$ cat config.mk
export PLATFORM = sky130hd
export DESIGN_NAME = char_lcd_nibble_interface_core
export DESIGN_NICKNAME = d
export VERILOG_FILES = /design/src/rtl/lcd_pkg.sv /design/src/rtl/lcd_front.sv /design/src/rtl/lcd_queue.sv /design/src/rtl/lcd_back.sv /design/src/rtl/char_lcd_nibble_interface_core.sv
export SDC_FILE = /design/constraint.sdc
export NUM_CORES = 1
export LEC_CHECK = 0
export BUFFER_PORTS_ARGS = -buffer_cell sky130_fd_sc_hd__clkbuf_2
export CAP_MARGIN = 10
export CORE_MARGIN = 4
export CORE_UTILIZATION = 43
export DETAILED_ROUTE_END_ITERATION = 12
export PLACE_DENSITY = 0.65
export SYNTH_ARGS = -nofsm -noshare
export SYNTH_HDL_FRONTEND = slang
export SYNTH_SLANG_ARGS = --single-unit
$ cat constraint.sdc
create_clock -name clk -period 2.5 [get_ports clk]
set_input_delay 0.125 -clock clk [delete_from_list [all_inputs] [get_ports clk]]
set_output_delay 0.125 -clock clk [all_outputs]
set_load 0.02 [all_outputs]
$ cat src/rtl/lcd_pkg.sv
package lcd_pkg;

  localparam logic [2:0] OP_TICK   = 3'd0;
  localparam logic [2:0] OP_INIT   = 3'd1;
  localparam logic [2:0] OP_CMD    = 3'd2;
  localparam logic [2:0] OP_CHAR   = 3'd3;
  localparam logic [2:0] OP_CURSOR = 3'd4;
  localparam logic [2:0] OP_CLEAR  = 3'd5;
  localparam logic [2:0] OP_HOME   = 3'd6;

  localparam logic [2:0] CFG_ENABLE_PHASE = 3'd0;
  localparam logic [2:0] CFG_SETTLE       = 3'd1;
  localparam logic [2:0] CFG_CLEAR_WAIT   = 3'd2;
  localparam logic [2:0] CFG_POWER_WAIT   = 3'd3;
  localparam logic [2:0] CFG_INIT_LONG    = 3'd4;
  localparam logic [2:0] CFG_INIT_SHORT   = 3'd5;

  localparam logic [7:0] CMD_CLEAR    = 8'h01;
  localparam logic [7:0] CMD_HOME     = 8'h02;
  localparam logic [7:0] CMD_FUNCSET  = 8'h28;
  localparam logic [7:0] CMD_DISPLAY  = 8'h0E;
  localparam logic [7:0] CMD_ENTRY    = 8'h06;
  localparam logic [7:0] ROW1_BASE    = 8'h80;
  localparam logic [7:0] ROW2_BASE    = 8'hC0;
  localparam logic [3:0] NIB_WAKE     = 4'h3;
  localparam logic [3:0] NIB_4BIT     = 4'h2;
  localparam logic [3:0] INIT_LAST    = 4'd8;

  typedef enum logic [1:0] {
    ACT_NONE,
    ACT_INIT,
    ACT_BYTE
  } act_t;

  typedef struct packed {
    logic       tick;
    logic       req;
    act_t       act;
    logic [7:0] value;
    logic       rs;
    logic       clear_wait;
  } item_t;

  typedef struct packed {
    logic       rs;
    logic       en;
    logic [3:0] nib;
    logic       busy;
    logic       rej;
  } pins_t;

endpackage

$ cat src/rtl/lcd_front.sv
module lcd_front #(
  parameter int COLUMNS = 16
) (
  input  logic           [2:0] opcode,
  input  logic           [7:0] byte_value,
  input  logic           [1:0] row,
  input  logic           [4:0] column,
  output lcd_pkg::item_t       item
);

  localparam logic [5:0] COL_MAX = 6'(COLUMNS);

  logic       col_ok;
  logic [7:0] col_off;

  assign col_ok  = (column != 5'd0) && ({1'b0, column} <= COL_MAX);
  assign col_off = {3'b0, column - 5'd1};

  always_comb begin
    item = '0;
    item.act = lcd_pkg::ACT_NONE;
    unique case (opcode)
      lcd_pkg::OP_TICK: item.tick = 1'b1;
      lcd_pkg::OP_INIT: begin
        item.req = 1'b1;
        item.act = lcd_pkg::ACT_INIT;
      end
      lcd_pkg::OP_CMD: begin
        item.req = 1'b1;
        item.act = lcd_pkg::ACT_BYTE;
        item.value = byte_value;
      end
      lcd_pkg::OP_CHAR: begin
        item.req = 1'b1;
        item.act = lcd_pkg::ACT_BYTE;
        item.value = byte_value;
        item.rs = 1'b1;
      end
      lcd_pkg::OP_CURSOR: begin
        item.req = 1'b1;
        if ((row == 2'd1 || row == 2'd2) && col_ok) begin
          item.act = lcd_pkg::ACT_BYTE;
          item.value = ((row == 2'd1) ? lcd_pkg::ROW1_BASE : lcd_pkg::ROW2_BASE) | col_off;
        end
      end
      lcd_pkg::OP_CLEAR: begin
        item.req = 1'b1;
        item.act = lcd_pkg::ACT_BYTE;
        item.value = lcd_pkg::CMD_CLEAR;
        item.clear_wait = 1'b1;
      end
      lcd_pkg::OP_HOME: begin
        item.req = 1'b1;
        item.act = lcd_pkg::ACT_BYTE;
        item.value = lcd_pkg::CMD_HOME;
        item.clear_wait = 1'b1;
      end
      default: item = '0;
    endcase
  end

endmodule

$ cat src/rtl/lcd_queue.sv
module lcd_queue (
  input  logic            clk,
  input  logic            rst,
  input  logic            push,
  input  lcd_pkg::item_t  push_item,
  output logic            full,
  input  logic            pop,
  output logic            empty,
  output lcd_pkg::item_t  head
);

  lcd_pkg::item_t mem [2];
  logic           wr_ptr;
  logic           rd_ptr;
  logic [1:0]     count;

  assign full  = count == 2'd2;
  assign empty = count == 2'd0;
  assign head  = mem[rd_ptr];

  always_ff @(posedge clk) begin
    if (push) begin
      mem[wr_ptr] <= push_item;
    end
  end

  always_ff @(posedge clk) begin
    if (rst) begin
      wr_ptr <= 1'b0;
      rd_ptr <= 1'b0;
      count  <= 2'd0;
    end else begin
      if (push) wr_ptr <= ~wr_ptr;
      if (pop) rd_ptr <= ~rd_ptr;
      count <= count + 2'(push) - 2'(pop);
    end
  end

endmodule

$ cat src/rtl/lcd_back.sv
module lcd_back (
  input  logic            clk,
  input  logic            rst,
  input  logic            cfg_write,
  input  logic      [2:0] cfg_index,
  input  logic     [15:0] cfg_data,
  input  logic            step,
  input  lcd_pkg::item_t  item,
  output lcd_pkg::pins_t  pins
);

  typedef enum logic [2:0] {
    PH_IDLE, PH_POWER, PH_EN_LOW, PH_EN_HIGH, PH_SETTLE, PH_EXTRA
  } phase_t;

  logic [7:0]  enable_phase;
  logic [9:0]  settle;
  logic [15:0] clear_wait, power_wait, init_long, init_short;

  phase_t      phase, phase_next;
  logic [3:0]  init_step, init_step_next;
  logic [15:0] wait_count, wait_count_next;
  logic [7:0]  pending_byte, pending_byte_next;
  logic        low_next, low_next_next;
  logic [15:0] after_wait, after_wait_next;
  logic        rs_level, rs_level_next;
  logic        en_level, en_level_next;
  logic [3:0]  nib_level, nib_level_next;
  logic        rej_next;

  logic        busy;
  logic        do_init, do_byte, do_lone, do_nib, do_finish;
  logic [3:0]  init_k;
  logic [7:0]  l_byte;
  logic        l_rs;
  logic [15:0] l_extra;
  logic [3:0]  l_nib;

  assign busy = phase != PH_IDLE;

  always_comb begin
    phase_next = phase;
    init_step_next = init_step;
    wait_count_next = wait_count;
    pending_byte_next = pending_byte;
    low_next_next = low_next;
    after_wait_next = after_wait;
    rs_level_next = rs_level;
    en_level_next = en_level;
    nib_level_next = nib_level;
    rej_next = 1'b0;
    do_init = 1'b0;
    do_byte = 1'b0;
    do_lone = 1'b0;
    do_nib = 1'b0;
    do_finish = 1'b0;
    init_k = 4'd0;
    l_byte = 8'd0;
    l_rs = 1'b0;
    l_extra = 16'd0;
    l_nib = 4'd0;

    if (item.tick && busy) begin
      if (wait_count <= 16'd1) begin
        unique case (phase)
          PH_POWER: begin
            do_init = 1'b1;
            init_k = 4'd1;
          end
          PH_EN_LOW: begin
            en_level_next = 1'b1;
            phase_next = PH_EN_HIGH;
            wait_count_next = {8'd0, enable_phase};
          end
          PH_EN_HIGH: begin
            en_level_next = 1'b0;
            phase_next = PH_SETTLE;
            wait_count_next = {6'd0, settle};
          end
          PH_SETTLE: begin
            if (low_next) begin
              low_next_next = 1'b0;
              do_nib = 1'b1;
              l_nib = pending_byte[3:0];
            end else if (after_wait != 16'd0) begin
              phase_next = PH_EXTRA;
              wait_count_next = after_wait;
            end else begin
              do_finish = 1'b1;
            end
          end
          default: do_finish = 1'b1;
        endcase
      end else begin
        wait_count_next = wait_count - 16'd1;
      end
    end else if (item.req) begin
      if (busy) begin
        rej_next = 1'b1;
      end else begin
        unique case (item.act)
          lcd_pkg::ACT_INIT: begin
            rs_level_next = 1'b0;
            en_level_next = 1'b0;
            nib_level_next = 4'd0;
            low_next_next = 1'b0;
            after_wait_next = 16'd0;
            init_step_next = 4'd1;
            phase_next = PH_POWER;
            wait_count_next = power_wait;
          end
          lcd_pkg::ACT_BYTE: begin
            do_byte = 1'b1;
            l_byte = item.value;
            l_rs = item.rs;
            l_extra = item.clear_wait ? clear_wait : 16'd0;
          end
          default: ;
        endcase
      end
    end

    if (do_finish) begin
      if (init_step != 4'd0 && init_step < lcd_pkg::INIT_LAST) begin
        do_init = 1'b1;
        init_k = init_step + 4'd1;
      end else begin
        init_step_next = 4'd0;
        phase_next = PH_IDLE;
        wait_count_next = 16'd0;
      end
    end

    if (do_init) begin
      init_step_next = init_k;
      unique case (init_k)
        4'd1: begin do_lone = 1'b1; l_nib = lcd_pkg::NIB_WAKE; l_extra = init_long; end
        4'd2: begin do_lone = 1'b1; l_nib = lcd_pkg::NIB_WAKE; l_extra = init_short; end
        4'd3: begin do_lone = 1'b1; l_nib = lcd_pkg::NIB_WAKE; end
        4'd4: begin do_lone = 1'b1; l_nib = lcd_pkg::NIB_4BIT; end
        4'd5: begin do_byte = 1'b1; l_byte = lcd_pkg::CMD_FUNCSET; end
        4'd6: begin do_byte = 1'b1; l_byte = lcd_pkg::CMD_DISPLAY; end
        4'd7: begin do_byte = 1'b1; l_byte = lcd_pkg::CMD_CLEAR; l_extra = clear_wait; end
        default: begin do_byte = 1'b1; l_byte = lcd_pkg::CMD_ENTRY; end
      endcase
    end

    if (do_byte) begin
      rs_level_next = l_rs;
      pending_byte_next = l_byte;
      low_next_next = 1'b1;
      after_wait_next = l_extra;
      l_nib = l_byte[7:4];
    end else if (do_lone) begin
      rs_level_next = 1'b0;
      low_next_next = 1'b0;
      after_wait_next = l_extra;
    end

    if (do_byte || do_lone || do_nib) begin
      nib_level_next = l_nib;
      en_level_next = 1'b0;
      phase_next = PH_EN_LOW;
      wait_count_next = {8'd0, enable_phase};
    end
  end

  always_ff @(posedge clk) begin
    if (rst) begin
      enable_phase <= 8'd10;
      settle       <= 10'd100;
      clear_wait   <= 16'd2000;
      power_wait   <= 16'd40000;
      init_long    <= 16'd5000;
      init_short   <= 16'd150;
    end else if (cfg_write) begin
      case (cfg_index)
        lcd_pkg::CFG_ENABLE_PHASE: enable_phase <= cfg_data[7:0];
        lcd_pkg::CFG_SETTLE:       settle <= cfg_data[9:0];
        lcd_pkg::CFG_CLEAR_WAIT:   clear_wait <= cfg_data;
        lcd_pkg::CFG_POWER_WAIT:   power_wait <= cfg_data;
        lcd_pkg::CFG_INIT_LONG:    init_long <= cfg_data;
        lcd_pkg::CFG_INIT_SHORT:   init_short <= {6'd0, cfg_data[9:0]};
        default: ;
      endcase
    end
  end

  always_ff @(posedge clk) begin
    if (rst) begin
      phase <= PH_IDLE;
      init_step <= 4'd0;
      wait_count <= 16'd0;
      pending_byte <= 8'd0;
      low_next <= 1'b0;
      after_wait <= 16'd0;
      rs_level <= 1'b0;
      en_level <= 1'b0;
      nib_level <= 4'd0;
      pins <= '0;
    end else if (step) begin
      phase <= phase_next;
      init_step <= init_step_next;
      wait_count <= wait_count_next;
      pending_byte <= pending_byte_next;
      low_next <= low_next_next;
      after_wait <= after_wait_next;
      rs_level <= rs_level_next;
      en_level <= en_level_next;
      nib_level <= nib_level_next;
      pins.rs <= rs_level_next;
      pins.en <= en_level_next;
      pins.nib <= nib_level_next;
      pins.busy <= phase_next != PH_IDLE;
      pins.rej <= rej_next;
    end
  end

endmodule

$ cat src/rtl/char_lcd_nibble_interface_core.sv
// Path: a transfer in is written to the two-entry queue, and a later back step pops it and
// loads the result register, which then offers the result.
// Throughput: one item per cycle while results are taken; a held result stalls the back,
// the queue fills after two more items and then holds the input.
// Reset: synchronous, active high; registers return to their reset values, the
// queue and output register empty, and the display state goes idle.
module char_lcd_nibble_interface_core #(
  parameter int COLUMNS = 16
) (
  input  logic        clk,
  input  logic        rst,
  input  logic        cfg_write,
  input  logic  [2:0] cfg_index,
  input  logic [15:0] cfg_data,
  input  logic        in_valid,
  output logic        in_ready,
  input  logic  [2:0] opcode,
  input  logic  [7:0] byte_value,
  input  logic  [1:0] row,
  input  logic  [4:0] column,
  output logic        out_valid,
  input  logic        out_ready,
  output logic        reg_select,
  output logic        read_write,
  output logic        enable_pin,
  output logic  [3:0] data_nibble,
  output logic        busy_res,
  output logic        rejected
);

  lcd_pkg::item_t in_item, head;
  lcd_pkg::pins_t pins;
  logic           full, empty, step;

  lcd_front #(.COLUMNS(COLUMNS)) u_front (
    .opcode(opcode), .byte_value(byte_value), .row(row), .column(column), .item(in_item)
  );

  assign in_ready = ~full;
  assign step = ~empty && (~out_valid || out_ready);

  lcd_queue u_queue (
    .clk(clk), .rst(rst), .push(in_valid && in_ready), .push_item(in_item),
    .full(full), .pop(step), .empty(empty), .head(head)
  );

  lcd_back u_back (
    .clk(clk), .rst(rst), .cfg_write(cfg_write), .cfg_index(cfg_index),
    .cfg_data(cfg_data), .step(step), .item(head), .pins(pins)
  );

  always_ff @(posedge clk) begin
    if (rst) begin
      out_valid <= 1'b0;
    end else if (step) begin
      out_valid <= 1'b1;
    end else if (out_ready) begin
      out_valid <= 1'b0;
    end
  end

  assign reg_select  = pins.rs;
  assign read_write  = 1'b0;
  assign enable_pin  = pins.en;
  assign data_nibble = pins.nib;
  assign busy_res    = pins.busy;
  assign rejected    = pins.rej;

endmodule

==> run summary <==
RUN STATUS
-------------------------------------------------------------------------------------------
Status ....................................................................... complete, no violations

ROUTE
-------------------------------------------------------------------------------------------
Total via count after detailed routing .......................................         7394
Count of unresolved DRC violations after routing .............................            0
Wirelength per Cell .......................................................... 18.3 microns
Number of design-rule violations left by the first detailed-router iteration .          699
Wire length reported by the detailed router .................................. 23700 microns
Avg Vias per Cell ............................................................         5.71
Number of detailed-route iterations in the first pass ........................            6
Number of nets with antenna violations after detailed routing ................            0

CTS
-------------------------------------------------------------------------------------------
Root buffer selected by CTS ..................................................    clkbuf_16
Number of buffers created by CTS .............................................           17
Clock Sinks ..................................................................          162
Number of H-tree branching levels ............................................            4
Maximum number of buffers from clock root to sink ............................            2
Clock slew at the register clock pins of the worst setup and hold paths ......      0.06 ns
TritonCTS clock tree .........................................................         done
Worst-Skew Late Latency ......................................................      0.43 ns

SETUP PATH
-------------------------------------------------------------------------------------------
Sort of element at the start of the critical path ............................     register
Type of the worst setup path .................................................   reg -> reg
Nature of the critical path endpoint .........................................     register
Crit-path max FO .............................................................            9
Crit-path cells .............................................................. mux2_4 > o211ai_1 > o31a_1 > o21ai_4 > nor3_1 > a32oi_1 > nor2_1
Arrival time worst endpoint ..................................................      2.71 ns
Data required time of the worst path .........................................      2.86 ns
Max stage delay on crit path .................................................      0.52 ns
Critical path's slowest cell .................................................       nor3_1

STA
-------------------------------------------------------------------------------------------
Crit share post-route ........................................................        94.2%
Final number of setup-violating endpoints ....................................            0
Clock period minus worst slack ...............................................      2.35 ns
Final slew viol count ........................................................            0
Transition time of the tightest slew-check pin ...............................     0.857 ns
Peak clock frequency supported by timing .....................................      425 MHz
Final clock skew .............................................................    0.0140 ns
Max-slew headroom ............................................................        42.6%
Unrepaired setup endpoints after global routing ..............................           no
Sum of negative setup slack ..................................................         0 ns
Final number of hold-violating endpoints .....................................            0

SYNTHESIS
-------------------------------------------------------------------------------------------
Mean area per synthesized cell ...............................................   8.68 sq um
Syn nets .....................................................................          994
Number of distinct library cells after synthesis .............................           90
FFs w/ async S/R, synth ......................................................           0%
Fraction of the yosys area taken by sequential cells .........................        43.1%
Number of enable flip-flop cells after synthesis .............................           28
Post-synth top flop ..........................................................      dfxtp_1
Warning count from the yosys run .............................................            0
Register bit total from synthesis ............................................          162
Cells after Synth ............................................................          943
Total standard cell area after synthesis ..................................... 0.00818 sq mm

FINISH
-------------------------------------------------------------------------------------------
Layout Area Growth over Synthesis ............................................        20.9%
Core occupancy in the finished layout ........................................        52.9%
Net count, final .............................................................         1099
Most common cell after layout, fill and taps aside ...........................      nand2_1
Proportion of layout cells with a drive suffix above 1 .......................        21.4%
Most frequent cells in the layout ............................................ nand2_1 (186), dfxtp_1 (134), a21oi_1 (87)
Total inserted antenna cells .................................................            0
Filler cell count in the final layout ........................................         1701

DIE
-------------------------------------------------------------------------------------------
Die width ....................................................................  146 microns
Num rows .....................................................................           50
Boundary Pins ................................................................           53
Initial core utilization .....................................................        43.7%
Die Ht .......................................................................  146 microns
Die outline area ............................................................. 0.0213 sq mm
Core outline area ............................................................ 0.0187 sq mm

GRT
-------------------------------------------------------------------------------------------
Via count of the first global-routing pass ...................................         7002
First-pass GRT wire length ................................................... 38300 microns
Met1 routing resource usage after global routing .............................        32.2%
Total grt overflow ...........................................................            0
Met2 global-route usage ......................................................        34.5%
GRT Resource Usage Total .....................................................        22.3%
Number of antenna violations at the first check in global routing ............            0
Met3 Usage GRT ...............................................................        3.55%
Largest net degree at the start of global routing ............................           86
Global-route layer with the greatest usage ...................................         met2

FLOW RUN
-------------------------------------------------------------------------------------------
Max-cap violations ...........................................................            0

HOLD PATH
-------------------------------------------------------------------------------------------
Critical hold path startpoint ................................................ byte_value[7]
Class of the most critical hold timing path ..................................    in -> reg

PLACE
-------------------------------------------------------------------------------------------
Detailed Place HPWL .......................................................... 16900 microns
Global placement routability congestion ......................................        0.979
IO Port Bufs .................................................................           51

POWER AND IR DROP
-------------------------------------------------------------------------------------------
Pwr dens .....................................................................  956 mW/mm^2
Static Leak ..................................................................   0.00379 uW
Highest ir drop seen on vdd ..................................................       609 uV

==> metrics by stage <==
| stage | cells | hold slack (ns) | total power, uW | setup WS [ns] | instance area (sq um) |
|---|---|---|---|---|---|
| 4_1_cts | 1294 | 0.00589 | 9310 | 0.0714 | 9820 |
| 3_3_place_gp | 1256 | 0.379 | 6660 | 0.155 | 9160 |
| 5_1_grt | 1295 | 0.0148 | 9940 | 0.000554 | 9890 |
| 3_5_place_dp | 1256 | 0.384 | 6650 | 0.137 | 9160 |
| 6_report | 1295 | 0.00734 | 9460 | 0.145 | 9890 |
| 2_1_floorplan | 943 | 0.243 | 5470 | 0.0162 | 8180 |
==> synthesized netlist by cell type (4+ instances only) <==
cell / count / area (sq um)
o21ai_0: 32 / 160
a31oi_1: 8 / 50.1
nor3_2: 6 / 60.1
buf_6: 5 / 56.3
nor4_1: 9 / 56.3
and2_1: 4 / 25.0
edfxtp_1: 28 / 841
nor2_1: 64 / 240
mux2_2: 10 / 113
a21oi_2: 5 / 43.8
nand4_1: 5 / 31.3
nand3_1: 17 / 85.1
or3_1: 6 / 37.5
dfxtp_1: 134 / 2680
nor3b_1: 6 / 45.0
o21ai_1: 7 / 35.0
buf_2: 15 / 75.1
nor3_1: 20 / 100
xnor2_1: 4 / 35.0
o211ai_1: 8 / 60.1
ha_1: 9 / 113
nand3b_1: 28 / 210
a21oi_1: 88 / 440
clkbuf_1: 33 / 124
and3_1: 6 / 37.5
xor2_1: 12 / 105
a211oi_1: 8 / 60.1
a32oi_1: 4 / 35.0
nand2_1: 186 / 698
nor2b_1: 20 / 125
nand2b_1: 10 / 62.6
inv_1: 13 / 48.8
mux2i_1: 19 / 190
a22oi_1: 22 / 165
a221oi_1: 5 / 43.8
o31ai_1: 6 / 45.0
==> critical path, delay by kind of cell, from the launching register on <==
kind / cells / cell delay [ns]
flops: 1 / 0.50
simple gates: 2 / 0.63
compound gates: 4 / 0.79
mux: 1 / 0.36
==> layer usage <==
| metal | vias up | part of all wire [%] |
|---|---|---|
| met5 | - | 0 |
| met4 | 0 | 1.8 |
| met3 | 31 | 5.3 |
| met2 | 237 | 45 |
| met1 | 3514 | 47 |
| li1 | 3612 | - |
==> final cells by class <==
class / count / area, sq um / share of cell area (%)
tap: 234 / 293 / 2.96
timing repair buffer: 142 / 1020 / 10.3
clock buffer: 23 / 510 / 5.16
clock inverter: 9 / 91.3 / 0.923
multi-input combinational: 712 / 4410 / 44.5
sequential: 162 / 3520 / 35.6
inverter: 13 / 48.8 / 0.493
==> sequential cells by signal, summed over array words and instances (netlist names), 2 cells and up, named ones only <==
name / flops
u_back.pending_byte: 4
u_queue.count: 2
u_back.settle: 10
u_back.init_step: 4
u_back.enable_phase: 8
u_back.phase: 3
u_back.init_long: 16
u_back.after_wait: 16
u_back.nib_level: 4
u_back.pins: 2
u_back.init_short: 10
u_back.clear_wait: 16
u_back.power_wait: 16
u_queue.mem: 28
u_back.wait_count: 16
==> worst paths after layout <==
kind / end / slack (ns) / cells past startpoint
hold reg to reg: u_back.clear_wait[13] / 0.45 / 2
setup / recovery: u_back.wait_count[9] / 0.15 / 7
setup reg to reg: u_back.wait_count[9] / 0.15 / 7
hold / removal: u_queue.mem[1][9] / 0.007 / 3
==> power by group <==
group	switching, uW	leakage (uW)	internal, uW
combinational	2170	0.00214	1490
clock	1100	0.000294	1550
sequential	223	0.00135	2930
total	3490	0.00379	5970
==> repair_timing <==
item,in CTS,in global routing
hold buffers,6,0
hold endpoints to repair,18,0
buffers inserted,0,1
endpoints found under the setup margin,0,35
gates resized for setup,0,12
==> cell families after synthesis <==
family          synth area share, %
simple gates                   26.2
buf+inv                        3.91
flops                          43.1
compound gates                 19.8
xor+xnor                       1.71
other cells                  0.0458
mux                            3.88
fa+ha+maj                      1.38
(Power assumes the default switching activity.)
